--- src/hdl/ifs_pkg.sv ---
package ifs_pkg;

    // item opcodes
    typedef enum logic [1:0] {
        OP_LOAD  = 2'd0,
        OP_PUSH  = 2'd1,
        OP_CLEAR = 2'd2
    } op_t;

    typedef enum logic [1:0] {
        ST_IDLE,
        ST_MAC,
        ST_DRAIN
    } state_t;

    localparam int SAMPLE_W = 16;
    localparam int COEF_W   = 16;
    localparam int PROD_W   = SAMPLE_W + COEF_W;
    // bits above 30 never reach the output, so the sum wraps at 31 bits
    localparam int ACC_W    = 31;
    localparam int OUT_LSB  = 15;
    localparam logic [ACC_W-1:0] ROUND_BIAS = 31'h7fff;

    typedef struct packed {
        logic accept;
        logic start;
        logic step;
        logic load_out;
    } cmd_t;

    typedef struct packed {
        logic fire;
        logic last_tap;
        logic pipe_empty;
        logic out_busy;
    } status_t;

endpackage

--- src/hdl/ifs_ctrl.sv ---
module ifs_ctrl (
    input  logic             clk,
    input  logic             rst_n,
    input  logic             in_valid,
    output logic             in_stall,
    input  ifs_pkg::status_t status,
    output ifs_pkg::cmd_t    cmd
);

    ifs_pkg::state_t state_reg;
    ifs_pkg::state_t state_next;

    always_ff @(posedge clk or negedge rst_n)
    begin
        if (!rst_n)
        begin
            state_reg <= ifs_pkg::ST_IDLE;
        end
        else
        begin
            state_reg <= state_next;
        end
    end

    always_comb
    begin
        state_next = state_reg;
        unique case (state_reg)
            ifs_pkg::ST_IDLE:
            begin
                if (in_valid && status.fire)
                begin
                    state_next = ifs_pkg::ST_MAC;
                end
            end
            ifs_pkg::ST_MAC:
            begin
                if (status.last_tap)
                begin
                    state_next = ifs_pkg::ST_DRAIN;
                end
            end
            ifs_pkg::ST_DRAIN:
            begin
                if (status.pipe_empty && !status.out_busy)
                begin
                    state_next = ifs_pkg::ST_IDLE;
                end
            end
            default:
            begin
                state_next = ifs_pkg::ST_IDLE;
            end
        endcase
    end

    always_comb
    begin
        in_stall     = 1'b1;
        cmd.accept   = 1'b0;
        cmd.start    = 1'b0;
        cmd.step     = 1'b0;
        cmd.load_out = 1'b0;
        unique case (state_reg)
            ifs_pkg::ST_IDLE:
            begin
                in_stall   = 1'b0;
                cmd.accept = in_valid;
                cmd.start  = in_valid && status.fire;
            end
            ifs_pkg::ST_MAC:
            begin
                cmd.step = 1'b1;
            end
            ifs_pkg::ST_DRAIN:
            begin
                cmd.load_out = status.pipe_empty && !status.out_busy;
            end
            default:
            begin
                in_stall = 1'b1;
            end
        endcase
    end

endmodule

--- config.mk ---
export PLATFORM = sky130hd
export DESIGN_NAME = ifs_ctrl
export DESIGN_NICKNAME = d
export VERILOG_FILES = /design/src/hdl/ifs_pkg.sv /design/src/hdl/ifs_ctrl.sv
export SDC_FILE = /design/constraint.sdc
export NUM_CORES = 1
export LEC_CHECK = 0
export BUFFER_PORTS_ARGS = -buffer_cell sky130_fd_sc_hd__buf_2
export CAP_MARGIN = 20
export CELL_PAD_IN_SITES_DETAIL_PLACEMENT = 0
export CELL_PAD_IN_SITES_GLOBAL_PLACEMENT = 2
export CORE_AREA = 2 2 39 41
export CTS_CLUSTER_SIZE = 40
export DETAILED_ROUTE_END_ITERATION = 10
export DIE_AREA = 0 0 41 43
export GPL_TIMING_DRIVEN = 0
export PLACE_DENSITY = 0.5
export SKIP_CTS_REPAIR_TIMING = 1
export SLEW_MARGIN = 20
export SYNTH_ARGS = -nofsm -noshare
export SYNTH_HDL_FRONTEND = slang
export SYNTH_SLANG_ARGS = --single-unit
--- constraint.sdc ---
create_clock -name clk -period 0.8 [get_ports clk]
set_input_delay 0.04 -clock clk [delete_from_list [all_inputs] [get_ports clk]]
set_output_delay 0.04 -clock clk [all_outputs]
set_load 0.02 [all_outputs]
# After elaboration in Yosys (flattened, before gate mapping)
# Cells that the tools add are included.
dict set report word_totals {
  output_inout_bits 5
  elab_cells 19
  regBits 2
  in_bits 7
}
dict set report classes {
  n_eq_ne 5
  muxes 8
  reduce_logical 5
}
# operator n
set op_table {}
lappend op_table {{2-bit two-way mux} 4}
lappend op_table {{2-bit != test, second input constant} 3}
lappend op_table {{2-bit case mux with 3 select lines} 1}
lappend op_table {{1-bit two-way mux} 3}
lappend op_table {{3-bit AND reduction} 1}
lappend op_table {{2-bit by 1-bit == test with 1-bit output, second input constant} 1}
lappend op_table {{2-bit == test, second input constant} 1}
lappend op_table {{1-bit logical AND} 2}
lappend op_table {{2-bit logical NOT} 1}
lappend op_table {{1-bit logical NOT} 1}

# Depth between registers and ports, before layout
# Gate-level depths: netlist of the first run.
dict set report logic_depth {
  depth_word 4
  ltp_mapped 2
}

# Worst setup path before layout of the first run
# No wires, ideal clock.
dict set report synth_path {
  path_type {register -> output}
  from {register state_reg[1]}
  to {output port cmd[2] in the netlist's numbering}
  path_buffers 0
  path_stages_with_launch 3
  slack_ns -0.223
  arrival_time_ns 0.983
  cell_sequence {dfrtp_1 > or2_4 > nor2_1}
}
# element line_no
set synth_rtl {}
lappend synth_rtl {{from (decl)} ifs_ctrl.sv:10} ;# ifs_pkg::state_t state_reg;
lappend synth_rtl {{from (signal assigned)} ifs_ctrl.sv:17} ;# state_reg <= ifs_pkg::ST_IDLE;
lappend synth_rtl {{from (signal assigned)} ifs_ctrl.sv:21} ;# state_reg <= state_next;
lappend synth_rtl {{to (decl)} ifs_ctrl.sv:7} ;# output ifs_pkg::cmd_t cmd

==> metrics.txt, run 1 <==
required time of the worst setup path 0.76 ns; Cells after Synth 15; failing checks setup timing; Ports 12; Seq/Total Area, Yosys 0.367; die area 1760 µm²; Final period util 1.42; crit end category primary output; Via Count 158; Switching Share 0.368; Max Slew Vio Count 0; First DRT Iteration DRCs 0; run status finished with violations; drt pass-1 iters 1; Post-Synthesis Net Count 22; leakage 0.160 nW; CP Max Fanout 4; Comb pwr share 0.646; MaxCap Viol Count 0; syn avg cell area 9.09 µm²; I/O Buffers 11; most common cell after layout, fill and taps aside buf_2; final worst setup slack -0.336 ns; antenna cells 0; Netlist cell types 11; Hold Path Class primary input to register; DR vias/cell 3.22; minimum clock period 1.14 ns; crit path kind register to primary output; clock skew 0.00140 ns; CTS max path bufs 2; RD Place Congestion 0.535; DRC 0; final wirelength 389 µm; clk root buf clkbuf_4; Int Pwr 0.000707 W; mux cell area share after synthesis 0; post-synthesis compound-gate area fraction 0.174; CTS H-tree depth 1; XOR/XNOR Fraction of Synth Area 0; WP data arrival 1.10 ns; Pwr Density 3550 nW/µm²; effective utilization at floorplan 0.0986; Startpoint Class register; TritonCTS buffer count 3; FILL cells 154; DP HPWL 280 µm; worst relative slew slack 0.900; Largest register FFs 2; Seq pwr share 0.157; Adder-Cell Fraction of Synth Area 0; Site Rows 14; vias in the first global route 123; Core Util, Final 0.228; Layout area overhead 131%; Wirelength per Cell 7.94 µm; GRT Overall Usage 0.0482; combined area of all synthesized cells 136 µm²; count of nets after finishing 42; fmax 0.880 GHz; FF+latch count, synth 2; largest family of logic cells by synthesized area simple AND/OR/NAND/NOR gates; Clock Sinks 2; RSZ-0062 raised after global routing yes; largest net degree at the start of global routing 5; final setup fails 7; peak supply drop 1.35 mV; Ys Warns 0; clock latency on the worst-skew pair 0.22 ns; Post-DRT Antenna Nets 0; Clock power frac 0.197; initial antenna violation count 0; share of cells above drive strength 1 0.727; most frequent cells in the layout 8 x buf_2, 5 x buf_6, 3 x clkbuf_4; CTS tree yes; first-pass GRT wire length 483 µm; Sw Pwr 0.000412 W; Hold WS 0.0664 ns; total grt overflow 0; simple-gate share of the synthesized area 0.349; CORE AREA 1380 µm²; setup TNS -1.81 ns; Fin. Hold Viols 0; Clock transition at path regs 0.03 ns; Worst Max-Slew Pin Slew 0.149 ns; Die W 41 µm; die height 43 µm
-- layout make-up --
type                    instances  area (µm²)  share of cell area
inverters                       2        7.51              0.0238
flip-flops and latches          2        50.0               0.159
repair buffers                 15         110               0.349
plain buffers                   1        11.3              0.0357
clock buffers                   3        22.5              0.0714
multi-input cells              10        93.8               0.298
well taps                      16        20.0              0.0635
-- per-layer routing --
layer / track usage / part of all wire
met4: 0.0600 / 0
met1: 0.0514 / 0.46
met5: 0 / 0
met2: 0.0438 / 0.38
met3: 0.0471 / 0.16
-- critical path, stage by stage, from the launching register on --
cell and delay, ns:
dfrtp_1 0.38, or2_4 0.29, nor2_4 0.09, buf_6 0.12
-- cell usage after synthesis, drive strengths merged --
| library cell | n | area (µm²) |
|---|---|---|
| o2bb2ai | 1 | 15.0 |
| dfrtp | 2 | 50.1 |
| a22o | 1 | 8.76 |
| buf | 1 | 7.51 |
| or2 | 1 | 8.76 |
| inv | 2 | 7.51 |
| nor2 | 2 | 7.51 |
| nand2b | 1 | 6.26 |
| nand2 | 1 | 3.75 |
| nor2b | 3 | 21.3 |
-- cells by family after synthesis --
| kind of cell | after synthesis |
|---|---|
| and+or+nand+nor | 8 |
| buffers and inverters | 3 |
| DFF | 2 |
| AOI/OAI and AO/OA | 2 |
-- power groups by stage --
stage | logic (W) | clock network, W | registers, W
global route | 0.000776 | 0.000257 | 0.000182
finish | 0.000724 | 0.000220 | 0.000175
global placement | 0.000482 | 0 | 0.000172
CTS | 0.000494 | 0.000236 | 0.000173
floorplan | 0.000376 | 0 | 0.000169
detailed placement | 0.000489 | 0 | 0.000174
-- metrics by stage --
stage                     total power [W]  instances  instance area [µm²]  worst slack, ns
after floorplan                  0.000545         15                  154          -0.0618
after global placement           0.000654         42                  229           -0.121
after detailed placement         0.000663         42                  229           -0.134
after CTS                        0.000903         45                  251           -0.376
after global routing              0.00121         49                  315           -0.389
final                             0.00112         49                  315           -0.336
-- worst paths after layout --
check | from | end | depth (start not counted) | slack [ns]
worst max-delay path | state_reg[0] | cmd[3] | 3 | -0.34
worst min-delay path | status[2] | state_reg[1] | 2 | 0.07
worst max register to register | state_reg[0] | state_reg[0] | 3 | -0.20
worst min register to register | state_reg[0] | state_reg[1] | 2 | 0.65
max in group asynchronous | rst_n | state_reg[0] | 2 | 0.55
min in group asynchronous | rst_n | state_reg[1] | 2 | 0.15
(Power assumes the default switching activity.)
==> run 2, diff against run 1 <==
BUFFER_PORTS_ARGS = not set   (was -buffer_cell sky130_fd_sc_hd__buf_2)
DONT_BUFFER_PORTS = 1   (was not set)
PLACE_DENSITY = 0.34   (was 0.5)
RECOVER_POWER = 50   (was not set)
==> metrics.txt, run 2 (synthesis results as in run 1) <==
initial antenna violation count 0 (unchanged); vias in the first global route 117 (-4.9%); fmax 0.885 GHz (+0.52%); peak supply drop 0.894 mV (-34%); CORE AREA 1380 µm² (unchanged); minimum clock period 1.13 ns (-0.00593 ns); grt met3 use 0.0209 (-0.0262); largest net degree at the start of global routing 5 (unchanged); TritonCTS buffer count 3 (unchanged); Final period util 1.41 (-0.00741); failing checks setup timing; DR vias/cell 3.33 (+3.4%); Hold Path Class primary input to asynchronous set/reset pin; worst reg2reg path startpoint state_reg[0]; Core Util, Final 0.160 (-0.0678); Post-DRT Antenna Nets 0 (unchanged); Worst Max-Slew Pin Slew 0.163 ns (+0.0135 ns); MaxCap Viol Count 0 (unchanged); clock latency on the worst-skew pair 0.23 ns (about the same); Site Rows 14 (unchanged); antenna cells 0 (unchanged); RD Place Congestion 0.572 (+7.0%); met2 Track Usage GR 0.0594 (+0.0156); final wirelength 315 µm (-19%); global route hottest layer met4; most common cell after layout, fill and taps aside clkbuf_4; most frequent cells in the layout 3 x clkbuf_4, 2 x inv_1, 2 x nor2_4, 2 x dlygate4sd3_1, 2 x dfrtp_1; CTS max path bufs 2 (unchanged); worst relative slew slack 0.891 (-0.00904); GRT Overall Usage 0.0503 (+0.00206); DRC 0 (unchanged); R2R Setup Slk -0.11 ns (+0.09 ns); WP data arrival 1.09 ns (about the same); Clock transition at path regs 0.03 ns (about the same); First DRT Iteration DRCs 0 (unchanged); Pwr Density 3740 nW/µm² (+5.4%); setup TNS -1.47 ns (+0.332 ns); clk root buf clkbuf_4; RSZ-0062 raised after global routing yes; DP HPWL 251 µm (-10%); count of nets after finishing 29 (-31%); final setup fails 7 (unchanged); effective utilization at floorplan 0.0986 (unchanged); total grt overflow 0 (unchanged); first-pass GRT wire length 455 µm (-5.8%); required time of the worst setup path 0.76 ns (about the same); Via Count 120 (-24%); CTS H-tree depth 1 (unchanged); final worst setup slack -0.330 ns (+0.00593 ns); Startpoint Class register; Layout area overhead 62.4%; R2R cell count 2 (-1); crit path kind register to primary output; Die W 41 µm (unchanged); Fin. Hold Viols 0 (unchanged); leakage 0.0946 nW (-41%); share of cells above drive strength 1 0.500 (-0.227); met1 global-route usage 0.0387 (-0.0127); Wirelength per Cell 8.75 µm (+10%); I/O Buffers 0 (-11); run status finished with violations; Ports 12 (unchanged); CTS tree yes; die height 43 µm (unchanged); crit end category primary output; Max Slew Vio Count 0 (unchanged); drt pass-1 iters 1 (unchanged); Clock Sinks 2 (unchanged); R2R Path End state_reg[0]; clock skew 0.000861 ns (-0.000536 ns); die area 1760 µm² (unchanged); CP Max Fanout 4 (unchanged); Largest register FFs 2 (unchanged)
## run 2: critical path, cell delays in order, from the launching register on
cell	delay, ns
dfrtp_1	0.38
or2_4	0.32
nor2_4	0.16
## run 2: worst max path at each step
| stage | startpoint | to | slack, ns | cells after the start |
|---|---|---|---|---|
| floorplan | state_reg[0] | cmd[2] | -0.06 | 2 |
| global placement | state_reg[0] | state_reg[0] | -0.11 | 2 |
| detailed placement | state_reg[0] | state_reg[0] | -0.13 | 2 |
| CTS | state_reg[0] | cmd[2] | -0.34 | 2 |
| global route | state_reg[1] | cmd[2] | -0.37 | 2 |
| finish | state_reg[0] | cmd[2] | -0.33 | 2 |
## run 2: cell type report
class / instances / area, µm²
Sequential cell: 2 / 50.0
Inverter: 2 / 7.51
Clock buffer: 3 / 22.5
Buffer: 1 / 7.51
Timing Repair Buffer: 2 / 20.0
Tap cell: 16 / 20.0
Fill cell: 151 / 1160
Multi-Input combinational cell: 10 / 93.8
## run 2: power breakdown
part / switching, W / internal [W]
clock network: 0.0000653 / 0.000166
registers: 0.0000314 / 0.000143
logic: 0.000254 / 0.000170
total: 0.000350 / 0.000479
## run 2: routing by layer
| metal | part of all wire | up-vias |
|---|---|---|
| li1 | - | 58 |
| met1 | 0.34 | 50 |
| met2 | 0.51 | 10 |
| met3 | 0.095 | 2 |
| met4 | 0.048 | 0 |
| met5 | 0 | - |
## run 2: metrics by stage
step / worst slack, ns / area (µm²) / std cells / hold slack [ns] / total power (W)
after CTS: -0.343 / 196 / 34 / -0.501 / 0.000830
after floorplan: -0.0618 / 154 / 15 / -0.256 / 0.000545
after detailed placement: -0.126 / 174 / 31 / -0.255 / 0.000586
final: -0.330 / 221 / 36 / 0.0479 / 0.000829
after global routing: -0.375 / 221 / 36 / 0.0477 / 0.000896
after global placement: -0.112 / 174 / 31 / -0.256 / 0.000589
==> run 3, diff against run 2 <==
CORE_AREA = 8 8 45 47   (was 2 2 39 41)
CTS_CLUSTER_DIAMETER = 80   (was not set)
DIE_AREA = 0 0 53 55   (was 0 0 41 43)
GPL_TIMING_DRIVEN = not set   (was 0)
==> metrics.txt, run 3 (synthesis results as in run 1) <==
crit end category primary output; leakage 0.114 nW (+21%); drt pass-1 iters 1 (unchanged); First DRT Iteration DRCs 0 (unchanged); RSZ-0062 raised after global routing yes; CORE AREA 1380 µm² (unchanged); first-pass GRT wire length 552 µm (+21%); clock latency on the worst-skew pair 0.22 ns (about the same); Via Count 131 (+9.2%); register area 50.0 µm² (unchanged); count of nets after finishing 32 (+10%); clock skew 0.00160 ns (+0.000738 ns); RD Place Congestion 0.605 (+5.6%); Cell Area, Placed 181 µm² (+4.3%); R2R cell count 3 (+1); CP Max Fanout 4 (unchanged); final wirelength 397 µm (+26%); DR vias/cell 3.36 (+0.77%); die area 2920 µm² (+65%); Worst Max-Slew Pin Slew 0.158 ns (-0.00479 ns); final setup fails 7 (unchanged); CTS tree yes; most common cell after layout, fill and taps aside clkbuf_4; required time of the worst setup path 0.76 ns (about the same); FILL cells 158 (+4.6%); Startpoint Class register; WP data arrival 1.04 ns (-0.05 ns); minimum clock period 1.08 ns (-0.0493 ns); Final period util 1.35 (-0.0616); Finished Cell Area 259 µm² (+17%); initial antenna violation count 0 (unchanged); Clock transition at path regs 0.03 ns (about the same); share of cells above drive strength 1 0.609 (+0.109); Hold Path Class primary input to asynchronous set/reset pin; Layout area overhead 89.9%; peak supply drop 1.17 mV (+30%); clk root buf clkbuf_4; crit path kind register to primary output; TritonCTS buffer count 3 (unchanged); MaxCap Viol Count 0 (unchanged); antenna cells 0 (unchanged); Die W 53 µm (+29%); largest net degree at the start of global routing 5 (unchanged); Ports 12 (unchanged); Wirelength per Cell 10.2 µm (+16%); CTS H-tree depth 1 (unchanged); Pwr Density 3910 nW/µm² (+4.4%); Site Rows 14 (unchanged); CTS max path bufs 2 (unchanged); Largest register FFs 2 (unchanged); worst relative slew slack 0.895 (+0.00323); die height 55 µm (+28%); effective utilization at floorplan 0.0986 (unchanged); run status finished with violations; GRT Overall Usage 0.0322 (-0.0180); Clock Sinks 2 (unchanged); Max Slew Vio Count 0 (unchanged); fmax 0.925 GHz (+4.6%); DRC 0 (unchanged); total grt overflow 0 (unchanged); Core Util, Final 0.187 (+0.0271); vias in the first global route 132 (+13%); area of the multi-input gates 101 µm² (+8.0%); I/O Buffers 0 (unchanged); Post-DRT Antenna Nets 0 (unchanged); failing checks setup timing; final worst setup slack -0.281 ns (+0.0493 ns); Fin. Hold Viols 0 (unchanged)
## run 3: cell count changes in the layout (fill, tap and decap cells not counted), sizes merged
cell,previous run,this run
buf,1,4
## run 3: final cells by class
| cell class | count | share of cell area |
|---|---|---|
| Clock buffer | 3 | 0.0870 |
| Tap cell | 16 | 0.0773 |
| Multi-Input combinational cell | 10 | 0.391 |
| Sequential cell | 2 | 0.193 |
| Inverter | 2 | 0.0290 |
| Timing Repair Buffer | 6 | 0.222 |
## run 3: final timing paths
kind | start | to | slack [ns]
min in group clk | status[3] | state_reg[0] | 0.06
max in group asynchronous | rst_n | state_reg[1] | 0.61
setup / recovery | state_reg[0] | cmd[2] | -0.28
hold reg to reg | state_reg[1] | state_reg[0] | 0.65
hold / removal | rst_n | state_reg[0] | 0.06
setup reg to reg | state_reg[0] | state_reg[0] | -0.18
## run 3: power breakdown
part | leakage (nW) | internal (W) | switching, W
logic | 0.0744 | 0.000322 | 0.000298
registers | 0.0261 | 0.000143 | 0.0000304
clock network | 0.0138 | 0.000165 | 0.0000532
total | 0.114 | 0.000630 | 0.000382
## run 3: through the flow
stage | setup slack [ns] | total power, W | instances | setup TNS (ns) | hold WS, ns
final | -0.281 | 0.00101 | 39 | -1.51 | 0.0562
after global placement | -0.0921 | 0.000636 | 32 | -0.453 | -0.255
after CTS | -0.323 | 0.000868 | 35 | -1.61 | -0.497
after global routing | -0.322 | 0.00108 | 39 | -1.81 | 0.0647
after detailed placement | -0.0920 | 0.000633 | 32 | -0.416 | -0.255
after floorplan | -0.0618 | 0.000545 | 15 | -0.237 | -0.256
## run 3: routing by layer
| layer | global-route usage | vias up | share of wire |
|---|---|---|---|
| met3 | 0.0401 | 2 | 0.19 |
| met4 | 0.0517 | 0 | 0.013 |
| met2 | 0.0352 | 8 | 0.49 |
| met5 | 0 | - | 0 |
| li1 | - | 64 | - |
| met1 | 0.0213 | 57 | 0.31 |
## run 3: critical path, cell delays in order (launching register included)
cell and delay, ns:
dfrtp_1 0.39, or2_4 0.27, nor2_4 0.16
